## src/rtl/rpgd_pkg.sv

```systemverilog
// Shared types and constants for the run-length palette glyph decoder.
// No dependencies; every other file in rtl/ imports this package.
`timescale 1ns / 1ps

package rpgd_pkg;

    localparam int RUN_W      = 6;
    localparam int PAL_W      = 2;
    localparam int COLOR_W    = 16;
    localparam int COORD_W    = 11;
    localparam int ROW_W      = 10;
    localparam int GW_W       = 7;
    localparam int POS_W      = 10;
    localparam int CODE_W     = 8;
    localparam int CFG_IDX_W  = 4;
    localparam int CFG_DATA_W = 16;

    localparam logic [CODE_W-1:0] RUN_MASK  = 8'h3F;
    localparam logic [PAL_W-1:0]  PAL_MASK  = 2'h3;
    localparam int                PAL_SHIFT = 6;

    typedef logic [CFG_IDX_W-1:0] cfg_idx_t;

    localparam cfg_idx_t REG_GLYPH_WIDTH  = 4'd0;
    localparam cfg_idx_t REG_GLYPH_HEIGHT = 4'd1;
    localparam cfg_idx_t REG_ORIGIN_X     = 4'd2;
    localparam cfg_idx_t REG_ORIGIN_Y     = 4'd3;
    localparam cfg_idx_t REG_PALETTE_0    = 4'd4;
    localparam cfg_idx_t REG_PALETTE_1    = 4'd5;
    localparam cfg_idx_t REG_PALETTE_2    = 4'd6;
    localparam cfg_idx_t REG_PALETTE_3    = 4'd7;

    localparam logic [PAL_W-1:0] PAL_CODE_0 = 2'd0;
    localparam logic [PAL_W-1:0] PAL_CODE_1 = 2'd1;
    localparam logic [PAL_W-1:0] PAL_CODE_2 = 2'd2;
    localparam logic [PAL_W-1:0] PAL_CODE_3 = 2'd3;

    // One decoded run, handed from the front to the back.
    typedef struct packed {
        logic [COLOR_W-1:0] color;
        logic [RUN_W-1:0]   run_rem;   // run length minus one
        logic               last_byte; // reset position once the run is done
    } run_item_t;

    typedef enum logic {
        BK_IDLE,
        BK_RUN
    } back_state_t;

endpackage

```

## src/rtl/rle_palette_glyph_decoder.sv

```systemverilog
// Top level of the run-length palette glyph decoder: configuration registers,
// front end and back end. Depends on rpgd_pkg, rpgd_front and rpgd_back.
`timescale 1ns / 1ps

// Usage
//   Input queue: drive code_byte and final_byte with push; a byte is taken at
//   a clock edge where push is high and full is low. Bits 7:6 pick a palette
//   color, bits 5:0 plus one give the run length (1 to 64 pixels).
//   Result queue: while empty is low the oldest pixel sits on pixel_color,
//   screen_col, screen_row, row_end and run_last; pop takes it.
//   Configuration: write glyph size, origin and palette through cfg_we,
//   cfg_index and cfg_data, only while no byte is still being expanded.
// Throughput and flow
//   The back end loads a run in its idle state and then emits one pixel per
//   cycle while the result register is free or being popped; it takes the
//   next byte only after the last pixel of the run. A byte that hits a full
//   glyph yields no pixel. A byte passes from the front queue into the back
//   end and then into the result register. The pixel loop of the back end sets this rate.
// Reset
//   rst_n clears both queues, the glyph position and the registers (width
//   and height to one, the rest to zero).
// Stall
//   With pop low the current pixel holds; the back end waits, and the front
//   queue keeps taking bytes until its two entries are filled.

module rle_palette_glyph_decoder #(
    parameter int MAX_WIDTH = 64
) (
    input  logic                                clk,
    input  logic                                rst_n,
    input  logic                                push,
    output logic                                full,
    input  logic [rpgd_pkg::CODE_W-1:0]         code_byte,
    input  logic                                final_byte,
    output logic                                empty,
    input  logic                                pop,
    output logic [rpgd_pkg::COLOR_W-1:0]        pixel_color,
    output logic [rpgd_pkg::COORD_W-1:0]        screen_col,
    output logic [rpgd_pkg::COORD_W-1:0]        screen_row,
    output logic                                row_end,
    output logic                                run_last,
    input  logic                                cfg_we,
    input  rpgd_pkg::cfg_idx_t                  cfg_index,
    input  logic [rpgd_pkg::CFG_DATA_W-1:0]     cfg_data
);
    import rpgd_pkg::*;

    logic [GW_W-1:0]    glyph_width_reg, glyph_width_next;
    logic [ROW_W-1:0]   glyph_height_reg, glyph_height_next;
    logic [POS_W-1:0]   origin_x_reg, origin_x_next;
    logic [POS_W-1:0]   origin_y_reg, origin_y_next;
    logic [COLOR_W-1:0] palette_0_reg, palette_0_next;
    logic [COLOR_W-1:0] palette_1_reg, palette_1_next;
    logic [COLOR_W-1:0] palette_2_reg, palette_2_next;
    logic [COLOR_W-1:0] palette_3_reg, palette_3_next;

    logic      q_valid;
    logic      q_pop;
    run_item_t q_item;

    // Register writes: mask to the register width, drop unknown indexes.
    always_comb
    begin
        glyph_width_next  = glyph_width_reg;
        glyph_height_next = glyph_height_reg;
        origin_x_next     = origin_x_reg;
        origin_y_next     = origin_y_reg;
        palette_0_next    = palette_0_reg;
        palette_1_next    = palette_1_reg;
        palette_2_next    = palette_2_reg;
        palette_3_next    = palette_3_reg;
        if (cfg_we)
        begin
            unique case (cfg_index)
                REG_GLYPH_WIDTH:  glyph_width_next  = cfg_data[GW_W-1:0];
                REG_GLYPH_HEIGHT: glyph_height_next = cfg_data[ROW_W-1:0];
                REG_ORIGIN_X:     origin_x_next     = cfg_data[POS_W-1:0];
                REG_ORIGIN_Y:     origin_y_next     = cfg_data[POS_W-1:0];
                REG_PALETTE_0:    palette_0_next    = cfg_data;
                REG_PALETTE_1:    palette_1_next    = cfg_data;
                REG_PALETTE_2:    palette_2_next    = cfg_data;
                REG_PALETTE_3:    palette_3_next    = cfg_data;
                default:          ;
            endcase
        end
    end

    always_ff @(posedge clk or negedge rst_n)
    begin
        if (!rst_n)
        begin
            glyph_width_reg  <= GW_W'(1);
            glyph_height_reg <= ROW_W'(1);
            origin_x_reg     <= '0;
            origin_y_reg     <= '0;
            palette_0_reg    <= '0;
            palette_1_reg    <= '0;
            palette_2_reg    <= '0;
            palette_3_reg    <= '0;
        end
        else
        begin
            glyph_width_reg  <= glyph_width_next;
            glyph_height_reg <= glyph_height_next;
            origin_x_reg     <= origin_x_next;
            origin_y_reg     <= origin_y_next;
            palette_0_reg    <= palette_0_next;
            palette_1_reg    <= palette_1_next;
            palette_2_reg    <= palette_2_next;
            palette_3_reg    <= palette_3_next;
        end
    end

    // Front: take bytes, look up the color, queue the run.
    rpgd_front u_front (
        .clk        (clk),
        .rst_n      (rst_n),
        .push       (push),
        .full       (full),
        .code_byte  (code_byte),
        .final_byte (final_byte),
        .palette_0  (palette_0_reg),
        .palette_1  (palette_1_reg),
        .palette_2  (palette_2_reg),
        .palette_3  (palette_3_reg),
        .q_valid    (q_valid),
        .q_item     (q_item),
        .q_pop      (q_pop)
    );

    // Back: expand each run into pixels and advance the glyph position.
    rpgd_back #(
        .MAX_WIDTH (MAX_WIDTH)
    ) u_back (
        .clk          (clk),
        .rst_n        (rst_n),
        .q_valid      (q_valid),
        .q_item       (q_item),
        .q_pop        (q_pop),
        .glyph_width  (glyph_width_reg),
        .glyph_height (glyph_height_reg),
        .origin_x     (origin_x_reg),
        .origin_y     (origin_y_reg),
        .empty        (empty),
        .pop          (pop),
        .pixel_color  (pixel_color),
        .screen_col   (screen_col),
        .screen_row   (screen_row),
        .row_end      (row_end),
        .run_last     (run_last)
    );

endmodule

```

## src/rtl/rpgd_front.sv

```systemverilog
// Front end: accepts code bytes, decodes them into runs and holds them in a
// two-entry queue for the back end. Depends on rpgd_pkg.
`timescale 1ns / 1ps

module rpgd_front (
    input  logic                                clk,
    input  logic                                rst_n,
    input  logic                                push,
    output logic                                full,
    input  logic [rpgd_pkg::CODE_W-1:0]         code_byte,
    input  logic                                final_byte,
    input  logic [rpgd_pkg::COLOR_W-1:0]        palette_0,
    input  logic [rpgd_pkg::COLOR_W-1:0]        palette_1,
    input  logic [rpgd_pkg::COLOR_W-1:0]        palette_2,
    input  logic [rpgd_pkg::COLOR_W-1:0]        palette_3,
    output logic                                q_valid,
    output rpgd_pkg::run_item_t                 q_item,
    input  logic                                q_pop
);
    import rpgd_pkg::*;

    localparam int QDEPTH = 2;
    localparam int QPTR_W = $clog2(QDEPTH);
    localparam int QCNT_W = $clog2(QDEPTH + 1);

    logic [PAL_W-1:0]  pal_code;
    run_item_t         item_dec;
    logic              push_ok;
    run_item_t         entries_reg [QDEPTH];
    logic [QPTR_W-1:0] wr_ptr_reg, wr_ptr_next;
    logic [QPTR_W-1:0] rd_ptr_reg, rd_ptr_next;
    logic [QCNT_W-1:0] count_reg, count_next;

    // Classify the byte: palette lookup and run length.
    always_comb
    begin
        pal_code = PAL_W'(code_byte >> PAL_SHIFT) & PAL_MASK;
        item_dec.run_rem   = RUN_W'(code_byte & RUN_MASK);
        item_dec.last_byte = final_byte;
        unique case (pal_code)
            PAL_CODE_0: item_dec.color = palette_0;
            PAL_CODE_1: item_dec.color = palette_1;
            PAL_CODE_2: item_dec.color = palette_2;
            PAL_CODE_3: item_dec.color = palette_3;
            default:    item_dec.color = palette_0;
        endcase
    end

    assign full    = (count_reg == QCNT_W'(QDEPTH));
    assign push_ok = push && !full;
    assign q_valid = (count_reg != '0);
    assign q_item  = entries_reg[rd_ptr_reg];

    always_comb
    begin
        wr_ptr_next = wr_ptr_reg;
        rd_ptr_next = rd_ptr_reg;
        count_next  = count_reg;
        if (push_ok)
        begin
            wr_ptr_next = (wr_ptr_reg == QPTR_W'(QDEPTH - 1)) ? '0 : wr_ptr_reg + QPTR_W'(1);
        end
        if (q_pop && q_valid)
        begin
            rd_ptr_next = (rd_ptr_reg == QPTR_W'(QDEPTH - 1)) ? '0 : rd_ptr_reg + QPTR_W'(1);
        end
        case ({push_ok, q_pop && q_valid})
            2'b10:   count_next = count_reg + QCNT_W'(1);
            2'b01:   count_next = count_reg - QCNT_W'(1);
            default: count_next = count_reg;
        endcase
    end

    always_ff @(posedge clk)
    begin
        if (push_ok)
        begin
            entries_reg[wr_ptr_reg] <= item_dec;
        end
    end

    always_ff @(posedge clk or negedge rst_n)
    begin
        if (!rst_n)
        begin
            wr_ptr_reg <= '0;
            rd_ptr_reg <= '0;
            count_reg  <= '0;
        end
        else
        begin
            wr_ptr_reg <= wr_ptr_next;
            rd_ptr_reg <= rd_ptr_next;
            count_reg  <= count_next;
        end
    end

endmodule

```

## src/rtl/rpgd_back.sv

```systemverilog
// Back end: expands one queued run into pixels, tracks the glyph position and
// drives the result register. Depends on rpgd_pkg.
`timescale 1ns / 1ps

module rpgd_back #(
    parameter int MAX_WIDTH = 64
) (
    input  logic                                clk,
    input  logic                                rst_n,
    input  logic                                q_valid,
    input  rpgd_pkg::run_item_t                 q_item,
    output logic                                q_pop,
    input  logic [rpgd_pkg::GW_W-1:0]           glyph_width,
    input  logic [rpgd_pkg::ROW_W-1:0]          glyph_height,
    input  logic [rpgd_pkg::POS_W-1:0]          origin_x,
    input  logic [rpgd_pkg::POS_W-1:0]          origin_y,
    output logic                                empty,
    input  logic                                pop,
    output logic [rpgd_pkg::COLOR_W-1:0]        pixel_color,
    output logic [rpgd_pkg::COORD_W-1:0]        screen_col,
    output logic [rpgd_pkg::COORD_W-1:0]        screen_row,
    output logic                                row_end,
    output logic                                run_last
);
    import rpgd_pkg::*;

    localparam int EW = $clog2(MAX_WIDTH + 1);
    localparam int CW = $clog2(MAX_WIDTH);
    localparam int WW = (EW > GW_W) ? EW : GW_W;

    back_state_t        state_reg, state_next;
    logic [CW-1:0]      column_reg, column_next;
    logic [ROW_W-1:0]   row_reg, row_next;
    logic [RUN_W-1:0]   rem_reg, rem_next;
    logic [COLOR_W-1:0] color_reg, color_next;
    logic               final_reg, final_next;

    logic               out_valid_reg, out_valid_next;
    logic [COLOR_W-1:0] out_color_reg, out_color_next;
    logic [COORD_W-1:0] out_col_reg, out_col_next;
    logic [COORD_W-1:0] out_row_reg, out_row_next;
    logic               out_row_end_reg, out_row_end_next;
    logic               out_last_reg, out_last_next;

    logic [WW-1:0]      gw_ext;
    logic [WW-1:0]      width_w;
    logic [EW-1:0]      width_eff;
    logic [CW-1:0]      col_clamped;
    logic [EW-1:0]      col_inc;
    logic               end_row;
    logic [COORD_W-1:0] row_inc;
    logic               height_cut;
    logic               can_emit;
    logic               done;

    // Effective width: zero acts as one, anything above MAX_WIDTH is limited.
    always_comb
    begin
        gw_ext = WW'(glyph_width);
        if (gw_ext == '0)
        begin
            width_w = WW'(1);
        end
        else if (gw_ext > WW'(MAX_WIDTH))
        begin
            width_w = WW'(MAX_WIDTH);
        end
        else
        begin
            width_w = gw_ext;
        end
        width_eff = width_w[EW-1:0];
    end

    assign col_clamped = (EW'(column_reg) >= width_eff) ? CW'(width_eff - EW'(1)) : column_reg;
    assign col_inc     = EW'(column_reg) + EW'(1);
    assign end_row     = (col_inc >= width_eff);
    assign row_inc     = COORD_W'(row_reg) + COORD_W'(1);
    assign height_cut  = (row_inc >= COORD_W'(glyph_height));
    assign can_emit    = !out_valid_reg || pop;

    always_comb
    begin
        state_next       = state_reg;
        column_next      = column_reg;
        row_next         = row_reg;
        rem_next         = rem_reg;
        color_next       = color_reg;
        final_next       = final_reg;
        out_valid_next   = out_valid_reg && !pop;
        out_color_next   = out_color_reg;
        out_col_next     = out_col_reg;
        out_row_next     = out_row_reg;
        out_row_end_next = out_row_end_reg;
        out_last_next    = out_last_reg;
        q_pop            = 1'b0;
        done             = 1'b0;

        unique case (state_reg)
            BK_IDLE:
            begin
                if (q_valid)
                begin
                    q_pop       = 1'b1;
                    color_next  = q_item.color;
                    rem_next    = q_item.run_rem;
                    final_next  = q_item.last_byte;
                    column_next = col_clamped;
                    state_next  = BK_RUN;
                end
            end
            BK_RUN:
            begin
                if (row_reg >= glyph_height)
                begin
                    // Glyph full: drop what is left of the run.
                    done = 1'b1;
                end
                else if (can_emit)
                begin
                    out_valid_next   = 1'b1;
                    out_color_next   = color_reg;
                    out_col_next     = COORD_W'(origin_x) + COORD_W'(column_reg);
                    out_row_next     = COORD_W'(origin_y) + COORD_W'(row_reg);
                    out_row_end_next = end_row;
                    out_last_next    = (rem_reg == '0) || (end_row && height_cut);
                    rem_next         = rem_reg - RUN_W'(1);
                    if (end_row)
                    begin
                        column_next = '0;
                        row_next    = row_inc[ROW_W-1:0];
                    end
                    else
                    begin
                        column_next = col_inc[CW-1:0];
                    end
                    done = out_last_next;
                end
            end
            default:
            begin
                state_next = BK_IDLE;
            end
        endcase

        if (done)
        begin
            state_next = BK_IDLE;
            if (final_reg)
            begin
                column_next = '0;
                row_next    = '0;
            end
        end
    end

    always_ff @(posedge clk or negedge rst_n)
    begin
        if (!rst_n)
        begin
            state_reg     <= BK_IDLE;
            column_reg    <= '0;
            row_reg       <= '0;
            out_valid_reg <= 1'b0;
        end
        else
        begin
            state_reg     <= state_next;
            column_reg    <= column_next;
            row_reg       <= row_next;
            out_valid_reg <= out_valid_next;
        end
    end

    always_ff @(posedge clk)
    begin
        rem_reg         <= rem_next;
        color_reg       <= color_next;
        final_reg       <= final_next;
        out_color_reg   <= out_color_next;
        out_col_reg     <= out_col_next;
        out_row_reg     <= out_row_next;
        out_row_end_reg <= out_row_end_next;
        out_last_reg    <= out_last_next;
    end

    assign empty       = !out_valid_reg;
    assign pixel_color = out_color_reg;
    assign screen_col  = out_col_reg;
    assign screen_row  = out_row_reg;
    assign row_end     = out_row_end_reg;
    assign run_last    = out_last_reg;

endmodule

```

## config.mk

```make
export PLATFORM = sky130hd
export DESIGN_NAME = rle_palette_glyph_decoder
export DESIGN_NICKNAME = d
export VERILOG_FILES = /design/src/rtl/rpgd_pkg.sv /design/src/rtl/rle_palette_glyph_decoder.sv /design/src/rtl/rpgd_front.sv /design/src/rtl/rpgd_back.sv
export SDC_FILE = /design/constraint.sdc
export NUM_CORES = 1
export LEC_CHECK = 0
export ABC_AREA = 1
export BUFFER_PORTS_ARGS = -buffer_cell sky130_fd_sc_hd__buf_2
export CORE_UTILIZATION = 35
export CTS_BUF_LIST = sky130_fd_sc_hd__clkbuf_8
export DETAILED_ROUTE_END_ITERATION = 12
export GPL_ROUTABILITY_DRIVEN = 0
export PLACE_DENSITY_LB_ADDON = 0.12
export SYNTH_ARGS = -nofsm -noshare
export SYNTH_HDL_FRONTEND = slang
export SYNTH_SLANG_ARGS = --single-unit
```

## constraint.sdc

```tcl
create_clock -name clk -period 5.2 [get_ports clk]
set_clock_uncertainty 0.05 [all_clocks]
set_input_delay 0.52 -clock clk [delete_from_list [all_inputs] [get_ports clk]]
set_output_delay 0.52 -clock clk [all_outputs]
set_load 0.05 [all_outputs]
```

==> reports/summary.md, run 1 <==
The number of port buffers is 75, and the via count normalized by instance count is 4.74. The sequential fraction of design power came out at 0.412. Entering global routing, the biggest net connects 67 pins. The top-level I/O count is 76.

The flow ran to the end, but the final reports show violations. Buffers inserted to repair hold after CTS numbered 0. Post-synthesis net count: 1238. Traced cell by cell, the critical path runs through ha_1 > nand2_1 > inv_1 > nand2_1 > xor2_1 > inv_1 > ha_1 > a21oi_1 > o21a_1 > nand3_1 > inv_1 > nand2_1 > nand2_1 > nand3_1 > nand2_1 > inv_1 > a21oi_1.

The number of gates resized after CTS was 0. For this run the aggregate overflow at the end of global routing stands at 0. The portion of the clock cycle consumed by the worst path in the final layout is 0.601, and the vertical extent of the die is 179 um.

The first global-routing pass estimated 43100 um of wire. The worst setup path is captured at a register. For the pin with the worst max-slew slack, the measured transition is 1.09 ns.

Number of buffers inserted during clock tree synthesis: 41. The register with the most flip-flops in the layout has 46 of them. The logs give 0.55 ns for the clock latency on the worst-skew pair and 0 for the total of endpoints with negative setup slack in the final report.

The routed design uses 11800 um of met2 wire. STA classifies the critical path startpoint as a register. The level count of the clock H-tree is 2, and the number of routed nets with antenna violations is 0. Post-CTS timing repair inserted 0 buffers for setup.

The count of endpoints failing hold in the final timing report was 3. The checks that failed: hold timing. For the number of filler instances in the final layout, the log shows 3116. In this run the cell area of the synthesized design comes to 0.0110 sq mm. The number of distinct library cells after synthesis is 42.

The average detailed-routed wire length per instance was 16.1 um. In the synthesized netlist the dominant register cell turns out to be dfrtp_1. Along the worst path, the maximum fanout reaches 12. Counting I/O delays and the setup requirement, the final critical path takes 3.12 ns. The normalized max-slew margin is 0.270, and the number of detailed-routing iterations run before antenna repair is 7. Setup repair after global routing left no endpoint under its margin. The cell total after placement is 1594, and the standby leakage power is 5.89 nW. The detailed router finished its first iteration with 504 violations.

The power per unit of standard cell area is 569 mW/mm^2, and the maximum VDD drop is 214 uV. In the routed design, unresolved DRC markers number 0. The clock slew seen by the registers of the worst setup and hold paths was 0.06 ns. The buffers plus inverters on the worst setup path is 4.

Final worst setup slack: 2.08 ns. From left edge to right edge, the die measures 179 um. On the critical path the largest part of the delay comes from simple AND/OR/NAND/NOR gates. Leaving out filler cells and counting taps, the final layout contains 1667. The net switching component of the power is 2.97 mW, and the maximum buffer depth of the clock tree is 3.

The run gives 7796 as the via count of the first global-routing pass. The register bit count reported by yosys was 232. In the post-synthesis netlist, the biggest area contributors are edfxtp_1 30%, dfrtp_1 28%, nand2_1 12%, ha_1 6.3%, o21ai_0 5.7%. The repair_antennas step left the layout with diodes totalling 0. A synthesized cell averages 9.60 sq um. The wire-length estimate of the detail-placed layout is 17800 um. The topmost layer with routed signal wires was met4. The leading area contributor after synthesis is edfxtp_1.

The tightest hold margin came out at -0.00757 ns. The number of pins exceeding their max-slew limit in the final report was 0; the number of max-capacitance violations reported was 0. The run gives 0.0307 sq mm as the placeable core region. On the worst path, the slowest cell contributes a delay of 0.46 ns. The initialized floorplan defines 64 standard-cell rows.

Fraction of synthesized cell area taken by the top area cell type: 0.297. The run gives 0.409 as the core occupancy in the finished layout. The switching share of power is 0.415, and the global-route usage over all layers is 0.176. The maximum clock frequency was 320 MHz. The run gives 0 ns as the setup TNS after final layout.

The start-to-end type of the worst setup path was register to register. The final route contains 7906 vias. The tightest min-delay check is of the input pin to async pin type.

For the worst endpoint data arrival time, the log shows 3.52 ns. Critical path's most frequent cell: nand2_1. OpenSTA, run right after detailed placement, puts the worst setup slack at 2.11 ns. STA puts the critical path data required time at 5.60 ns. Cell internal power was estimated by the tool at 4.19 mW. Summed over all layers, the routed wires come to 26900 um.

In this run, synthesis inferred 109 flip-flops with an integrated enable. The number of warnings printed during yosys synthesis was 0; the number of antenna violations at the first check in global routing was 0. The area added between synthesis and finish is 14.3%. The slowest stage of the critical path belongs to the cell dfrtp_1.

For the part of the power in the clock network, the log shows 0.217. The proportion of synthesized chip area in sequential cells was 0.577. The die covers 0.0322 sq mm. For the routed length on met3, the log shows 1040 um. The tools report the initial cell density of the core as 0.358. The share of cells above drive strength 1 works out to 0.127.

Root cell of the clock tree: clkbuf_8. Synthesis produced a netlist whose cell count is 1147. The run gives 0.370 as the combinational cell fraction of total power. TritonCTS built the clock tree.

The count of clock tree sinks is 232. Final layout net count: 1332. The proportion of synthesized flip-flops having asynchronous set or reset came out at 0.530.

The post-route met1 wirelength came out at 13300 um. For the total power consumption of the routed design, the log shows 7.17 mW.
[cells by family (layout without fill, tap and decap cells)]
logic type | count (synthesis) | count (layout) | share of synthesized area
and+or+nand+nor | 488 | 488 | 0.187
DFF | 232 | 232 | 0.577
adders and majority gates | 57 | 57 | 0.0661
AOI/OAI and AO/OA | 189 | 189 | 0.0930
buffers and inverters | 150 | 274 | 0.0524
xor gates and xnor gates | 31 | 31 | 0.0247
[final timing paths]
check / from / to / slack (ns) / depth (start not counted)
setup / recovery: u_back.column_reg[0]$_DFF_PN0_ / u_back.column_reg[5]$_DFF_PN0_ / 2.08 / 17
hold / removal: rst_n / origin_y_reg[4]$_DFFE_PN0P_ / -0.008 / 1
setup reg to reg: u_back.column_reg[0]$_DFF_PN0_ / u_back.column_reg[5]$_DFF_PN0_ / 2.08 / 17
hold reg to reg: u_back.color_reg[1]$_DFFE_PP_ / u_back.pixel_color[1]$_DFFE_PP_ / 0.36 / 0
max in group asynchronous: rst_n / glyph_width_reg[0]$_DFFE_PN1P_ / 4.22 / 2
min in group clk: code_byte[3] / u_front.entries_reg[0][4]$_DFFE_PP_ / 0.13 / 1
[metal layers]
layer  GRT usage  vias up
met2       0.270      141
li1            -     3997
met4      0.0637        0
met3      0.0327       57
met5           0        -
met1       0.247     3711
[placed cells by master (no fill, tap or decap), types with 3 or more instances in the layout]
| cell | n |
|---|---|
| nand2_1 | 351 |
| inv_1 | 137 |
| o21ai_0 | 126 |
| dfrtp_1 | 121 |
| edfxtp_1 | 109 |
| buf_2 | 74 |
| ha_1 | 55 |
| nor2_1 | 53 |
| clkbuf_8 | 43 |
| a21oi_1 | 38 |
| nand3_1 | 30 |
| nand4_1 | 27 |
| xor2_1 | 24 |
| buf_4 | 10 |
| nor3_1 | 9 |
| a21oi_2 | 8 |
| xnor2_1 | 7 |
| nor2_2 | 5 |
| o21a_1 | 4 |
| clkinv_1 | 3 |
[Yosys cell counts, types with 2 or more instances]
library cell	number
nor2_2	2
dfrtp_1	121
nand2_1	351
buf_2	2
dfstp_2	2
nor3_1	9
a22oi_1	2
a21oi_1	38
ha_1	55
o21ai_0	126
nand2_2	2
nand4_1	27
xor2_1	24
nand2_4	2
o21a_1	4
clkbuf_1	31
fa_1	2
a31oi_1	2
nand3_1	30
nor2_1	56
edfxtp_1	109
a21oi_2	8
xnor2_1	7
o2111ai_1	2
nand3b_1	2
inv_1	115
[layout make-up]
class                   count  area [sq um]  area share
clock buffers              43           592      0.0470
clock inverters            30           154      0.0122
inverters                 116           435      0.0346
multi-input cells         765          4090       0.325
flip-flops and latches    232          6350       0.505
well taps                 396           495      0.0394
repair buffers             85           465      0.0370
[through the flow]
stage | hold slack (ns) | instance area [sq um]
2_1_floorplan | 0.174 | 11000
3_5_place_dp | 0.355 | 11800
5_1_grt | 0.0327 | 12600
3_3_place_gp | 0.351 | 11800
4_1_cts | 0.00745 | 12600
6_report | -0.00757 | 12600
[power groups by stage]
stage                     Sequential, mW  Combinational [mW]  Clock (mW)
after floorplan                     3.43                1.48           0
after global placement              2.98                2.66           0
after detailed placement            2.99                2.69           0
after CTS                           2.96                2.70        1.62
after global routing                3.02                2.97        1.71
final                               2.95                2.65        1.56
Note: power is estimated with default switching activity, not from simulation.
==> run 2: changes to the inputs <==
==> constraint.sdc (replaced) <==
create_clock -name clk -period 3 [get_ports clk]
set_clock_uncertainty 0.05 [all_clocks]
set_input_delay 0.3 -clock clk [delete_from_list [all_inputs] [get_ports clk]]
set_output_delay 0.3 -clock clk [all_outputs]
set_load 0.05 [all_outputs]
==> reports/summary.md, run 2 (synthesis gave the netlist of run 1 again) <==
The run finished, with violations left. The checks that failed: DRC. The biggest fanout along the worst timing path is 17 (+5), and the number of buffers inserted during clock tree synthesis is 42 (+2.4%). The start-to-end type of the worst setup path is register to register. The tree is rooted in a clkbuf_8. The critical path's largest stage delay came out at 0.35 ns (-0.11 ns).

The required time of the worst setup path came out at 3.33 ns (-2.27 ns). The share of cells above drive strength 1 was 0.142 (+0.0142). The count of endpoints failing hold in the final timing report was 0 (-3); the standby leakage power was 6.04 nW (+2.6%). The normalized max-slew margin was 0.320 (+0.0499). In this run the most critical hold path is launched from cfg_data[11]. The run gives 86 (+28%) as the maximum number of pins on one net before global-route repair. For the maximum buffer depth of the clock tree, the log shows 3 (unchanged). Clock slew seen by the registers of the worst setup and hold paths: 0.06 ns (about the same). The overflow left after global routing is 0 (unchanged). The path class of the tightest hold or removal check is input pin to register. The number of port buffers was 75 (unchanged). The antenna diode count is 0 (unchanged). The final layout net count is 1366 (+2.6%). The global-route wire length before repair is 43100 um (about the same), and the flip-flop count of the largest register, all copies and words added is 46 (unchanged). For the sum of routed wire length over all layers, the log shows 27100 um (+0.77%).

The logs give 0.275 ns (-1.84 ns) for the worst setup timing slack at the placement stage and 12.7 mW (+77%) for the total power consumption of the routed design. The tools report the final worst setup slack as 0.325 ns (-1.75 ns). The signal on the critical path passes through buf_4 > nand3_1 > nor3_4 > nand4_1 > nor2_2 > xor2_1 > inv_1 > ha_1 > o21a_1 > nand2_1 > nand2_1 > nand2_1 > nand2_2 > nand2_2 > nand2_8 > a21oi_1. The final critical-path required period works out to 2.67 ns (-0.449 ns). From synthesis to final layout, the design area changed by 17.4%. The library cell used most frequently in the layout, excluding fill and tap cells, is nand2_1.

The area of the die came out at 0.0322 sq mm (unchanged). Counting stages on the worst path, the most repeated cell is nand2_1. TritonCTS built the clock tree.

STA classifies the critical path startpoint as a register. The clock latency on the worst-skew pair was 0.55 ns (about the same); the maximum VDD drop was 368 uV (+72%). The worst register-to-register path begins at u_back.row_reg[0]$_DFF_PN0_. Top-level I/O count: 76 (unchanged). The count of standard-cell rows was 64 (unchanged); the post-route DRC violation count was 4 (+4). STA classifies the critical path endpoint as a register. The power per unit of standard cell area works out to 984 mW/mm^2 (+73%).

The global-route usage over all layers came out at 0.175 (-0.000738). The maximum clock frequency is 374 MHz (+17%). The total of endpoints with negative setup slack in the final report was 0 (unchanged).

Leaving out fill and tap cells, the most frequent cells in the layout are 350 x nand2_1, 130 x inv_1, 125 x o21ai_0. The tools report the initial cell density of the core as 0.358 (unchanged). The count of clock tree sinks is 232 (unchanged).

The number of antenna violations at the first check in global routing is 0 (unchanged), and the total vias in the final route is 7998 (+1.2%). The vertical extent of the die works out to 179 um (unchanged). Setup repair after global routing left no endpoint under its margin. Number of pins exceeding their max-slew limit in the final report: 0 (unchanged).

For the worst endpoint data arrival time, the log shows 3.00 ns (-0.52 ns). The level count of the clock H-tree is 2 (unchanged). Starting DRC count in detailed routing: 555 (+10%). The logs give 1702 (+2.1%) for the final non-filler cell total and 0 (unchanged) for the number of max-capacitance violations reported.

The post-CTS repair timing setup buffer count came out at 0 (unchanged). Tightest hold margin: 0.0320 ns (+0.0395 ns). The pin slew with the least headroom to its limit was 1.02 ns (-0.0747 ns). The via count of the first global-routing pass was 7677 (-1.5%); the number of filler instances in the final layout was 3087 (-0.93%). The number of detailed-routing iterations run before antenna repair is 9 (+2). The run gives 1614 (+1.3%) as the cell total after placement. The sum of net half-perimeters after detailed placement is 18600 um (+4.4%), and the average detailed-routed wire length per instance is 15.9 um (-1.3%). Portion of the clock cycle consumed by the worst path in the final layout: 0.892 (+0.291). The placeable core region was 0.0307 sq mm (unchanged). The setup TNS after final layout is 0 ns (unchanged), and the number of routed nets with antenna violations is 0 (unchanged). The highest-delay cell along the critical path is dfrtp_1. Via count normalized by instance count: 4.70 (-0.92%). In this run the worst setup path begins at u_back.row_reg[0]$_DFF_PN0_. The horizontal extent of the die works out to 179 um (unchanged).
run 2: cell count changes in the layout (fill, tap and decap cells not counted), sizes merged:
| cell | before | now |
|---|---|---|
| clkinvlp | 0 | 1 |
| clkinv | 5 | 15 |
| buf | 85 | 105 |
| dlygate4sd3 | 0 | 13 |
| inv | 140 | 131 |
run 2: report_power, final:
group	total, mW	switching [mW]	leakage [nW]	internal [mW]
logic	4.93	3.46	3.00	1.46
registers	5.08	0.485	2.60	4.59
clock network	2.71	1.29	0.437	1.42
run 2: path summary, 6_finish.rpt:
check                                                    to  slack [ns]  cells past startpoint
setup / recovery             u_back.column_reg[5]$_DFF_PN0_        0.33                     16
hold / removal                palette_3_reg[11]$_DFFE_PN0P_        0.03                      3
setup reg to reg             u_back.column_reg[5]$_DFF_PN0_        0.33                     16
hold reg to reg            u_back.pixel_color[13]$_DFFE_PP_        0.37                      0
max in group asynchronous    glyph_width_reg[0]$_DFFE_PN1P_        2.15                      3
min in group asynchronous       origin_y_reg[4]$_DFFE_PN0P_        0.28                      3
run 2: layout make-up:
cell class | count | area [sq um] | area share
multi-input combinational | 765 | 4110 | 0.318
clock inverter | 32 | 165 | 0.0128
inverter | 116 | 435 | 0.0337
tap | 396 | 495 | 0.0383
clock buffer | 43 | 592 | 0.0458
timing repair buffer | 118 | 771 | 0.0596
sequential | 232 | 6350 | 0.492
run 2: metrics by stage:
step,area (sq um),utilization
2_1_floorplan,11000,-
3_3_place_gp,12000,0.391
3_5_place_dp,12000,0.391
4_1_cts,12900,0.420
5_1_grt,12900,0.420
6_report,12900,0.420
run 2: what timing repair did:
item | 4_1_cts | 5_1_grt
hold buffers | 13 | 0
endpoints found under the hold margin | 144 | 0
gates resized for setup | 0 | 5
endpoints found under the setup margin | 0 | 17
run 2: worst max-delay path, delay by kind of cell (launching register included):
family	cells	cell delay, ns
AOI/OAI and AO/OA	2	0.20
xor gates and xnor gates	1	0.17
adders and majority gates	1	0.27
buffers and inverters	2	0.22
DFF	1	0.35
and+or+nand+nor	10	1.22
run 2: metal layers:
layer  GRT usage  wire length [um]  up-vias  part of all wire
met5           0                 0        -                 0
met2       0.265             11900      149              0.44
met1       0.259             13600     3741              0.50
met3      0.0272              1080       43             0.040
li1            -                 -     4065                 -
met4      0.0490               549        0             0.020
==> run 3: changes to the inputs <==
--- a/config.mk
+++ b/config.mk
@@ -7,6 +7,7 @@
 export LEC_CHECK = 0
 export ABC_AREA = 1
 export BUFFER_PORTS_ARGS = -buffer_cell sky130_fd_sc_hd__buf_2
+export CORE_MARGIN = 1.5
 export CORE_UTILIZATION = 35
 export CTS_BUF_LIST = sky130_fd_sc_hd__clkbuf_8
 export DETAILED_ROUTE_END_ITERATION = 12
==> reports/summary.md, run 3 (synthesis gave the netlist of run 1 again) <==
Average detailed-routed wire length per instance: 16.2 um (+1.9%). The final critical-path required period works out to 2.76 ns (+0.0878 ns). The total vias in the final route was 8108 (+1.4%). Leaving out fill and tap cells, the most frequent cell in the layout is nand2_1. The share of cells above drive strength 1 came out at 0.147 (+0.00536).

The power per unit of standard cell area came out at 980 mW/mm^2 (-0.39%). The pin slew with the least headroom to its limit works out to 1.02 ns (+0.00153 ns). The standby leakage power is 6.07 nW (+0.49%), and the area of the die is 0.0325 sq mm (+1.1%).

The critical path is of the register to register type. The total of endpoints with negative setup slack in the final report is 0 (unchanged). The number of port buffers was 75 (unchanged); the global-route usage over all layers was 0.176 (+0.00104). For the placeable core region, the log shows 0.0307 sq mm (unchanged). The global-route wire length before repair is 45000 um (+4.4%).

The starting DRC count in detailed routing is 555 (unchanged). The post-route DRC violation count is 0 (-4), and the sum of net half-perimeters after detailed placement is 18900 um (+1.7%). The tools report the initial cell density of the core as 0.358 (unchanged). The overflow left after global routing came out at 0 (unchanged). The depth of the worst register-to-register path is 16 (unchanged), and the maximum buffer depth of the clock tree is 3 (unchanged). The final worst setup slack was 0.237 ns (-0.0878 ns); the number of pins exceeding their max-slew limit in the final report was 0 (unchanged). The core occupancy in the finished layout was 0.421 (+0.000855); the number of buffers inserted during clock tree synthesis was 41 (-2.4%).

Depth of the worst hold-timing path: 3 (unchanged). For the total power consumption of the routed design, the log shows 12.7 mW (-0.19%). The tools report the final non-filler cell total as 1702 (unchanged). For the count of endpoints failing hold in the final timing report, the log shows 0 (unchanged). Horizontal extent of the die: 180 um (+0.56%). The worst endpoint data arrival time is 3.10 ns (+0.10 ns). The run gives 0.24 ns (-0.09 ns) as the setup slack of the worst register-to-register path.

Required time of the worst setup path: 3.34 ns (about the same). STA classifies the critical path endpoint as a register. Start of the worst register-to-register path: glyph_width_reg[5]$_DFFE_PN0P_. Portion of the clock cycle consumed by the worst path in the final layout: 0.921 (+0.0293). The library cells used most frequently in the layout, excluding fill and tap cells, are 350 x nand2_1, 132 x inv_1, 126 x o21ai_0. The run finished with clean final reports. The path class of the tightest hold or removal check is input pin to register.

The via count of the first global-routing pass is 8032 (+4.6%), and the level count of the clock H-tree is 2 (unchanged). Worst setup timing slack at the placement stage: 0.160 ns (-0.115 ns). The tools report the terminating pin of the worst hold path as palette_1_reg[15]$_DFFE_PN0P_. For the number of max-capacitance violations reported, the log shows 0 (unchanged). The tools report the reg-to-reg endpoint as u_back.column_reg[0]$_DFF_PN0_. The vertical extent of the die was 180 um (+0.56%); the count of standard-cell rows was 64 (unchanged). The maximum number of pins on one net before global-route repair was 53 (-38%); the clock slew seen by the registers of the worst setup and hold paths was 0.06 ns (about the same). Compared with the post-synthesis result, the final layout area differs by 17.6%. The post-CTS repair timing setup buffer count is 0 (unchanged). The maximum clock frequency came out at 362 MHz (-3.2%).

The tools report the root cell of the clock tree as clkbuf_8. Via count normalized by instance count: 4.76 (+1.4%). The top-level I/O count is 76 (unchanged). The count of clock tree sinks is 232 (unchanged), and the clock latency on the worst-skew pair is 0.54 ns (about the same).

The number of antenna violations at the first check in global routing came out at 0 (unchanged). The run gives 449 uV (+22%) as the maximum VDD drop. For the cell total after placement, the log shows 1614 (unchanged). The flip-flop count of the largest register, all copies and words added was 46 (unchanged). For the sum of routed wire length over all layers, the log shows 27600 um (+1.9%).

The normalized max-slew margin is 0.319 (-0.00102), and the biggest fanout along the worst timing path is 8 (-9). The tools report the number of detailed-routing iterations run before antenna repair as 7 (-2). The run gives 1365 (-0.073%) as the final layout net count.

The tools report the worst hold path startpoint as cfg_data[15]. The startpoint type of the worst setup path is a register. For the number of routed nets with antenna violations, the log shows 0 (unchanged). The tools report the antenna diode count as 0 (unchanged). TritonCTS built the clock tree.
==> run 3: changes by cell type in the layout (fill, tap and decap cells not counted), moves of 2 or more <==
cell      change
clkbuf_8      +4
nor2_4        +2
inv_2         +2
nor2_2        -2
clkinv_1      -8
inv_1         +2
==> run 3: routing by layer <==
metal  vias up  global-route usage  wire (um)
met5         -                   0          0
met4         0              0.0484        517
met3        39              0.0309       1200
met2       163               0.271      12100
met1      3841               0.256      13800
li1       4065                   -          -
==> run 3: worst max path at each step <==
stage                                               from                             end  slack (ns)  cells after the start
final                     glyph_width_reg[5]$_DFFE_PN0P_  u_back.column_reg[0]$_DFF_PN0_        0.24                     16
after global routing         u_back.row_reg[1]$_DFF_PN0_      u_back.state_reg$_DFF_PN0_      -0.006                     16
after CTS                    u_back.row_reg[2]$_DFF_PN0_  u_back.column_reg[0]$_DFF_PN0_        0.14                     15
after detailed placement     u_back.row_reg[2]$_DFF_PN0_     u_back.row_reg[9]$_DFF_PN0_        0.16                     15
after global placement       u_back.row_reg[2]$_DFF_PN0_     u_back.row_reg[9]$_DFF_PN0_        0.15                     15
after floorplan              u_back.row_reg[5]$_DFF_PN0_     u_back.row_reg[0]$_DFF_PN0_        0.04                     13
==> run 3: power by group <==
group,internal (mW),switching (mW),leakage (nW)
logic,1.40,3.48,3.00
clock network,1.44,1.31,0.468
registers,4.59,0.475,2.60
total,7.43,5.26,6.07
==> run 3: worst max-delay path, stage by stage (launching register included) <==
cell,delay (ns)
dfrtp_1,0.40
nor2_1,0.18
nand4_1,0.12
nand2_1,0.14
inv_1,0.05
nor2_1,0.12
inv_1,0.09
ha_1,0.32
nand2_1,0.08
nor2_1,0.12
nand2_1,0.07
nand3b_1,0.10
nand2_1,0.21
o21ai_0,0.29
nor2_1,0.10
nor2_1,0.13
a21oi_1,0.05
==> run 3: layout make-up <==
type	count	area (sq um)
tap	396	495
timing repair buffer	118	771
clock inverter	28	121
inverter	116	435
fill	3127	17800
sequential	232	6350
multi-input combinational	765	4120
clock buffer	47	647
==> run 3: stage by stage <==
step	setup TNS (ns)	instance area, sq um	hold WS, ns
floorplan	0	11000	-0.0456
global placement	0	12000	0.351
detailed placement	0	12000	0.357
CTS	0	12900	0.0104
global route	-0.0134	12900	0.0400
finish	0	12900	0.0554
==> run 3: repair_timing <==
item                       CTS  global route
resized for setup            0             7
hold endpoints to repair    78             0
hold buffers                13             0
setup endpoints to repair    0            17
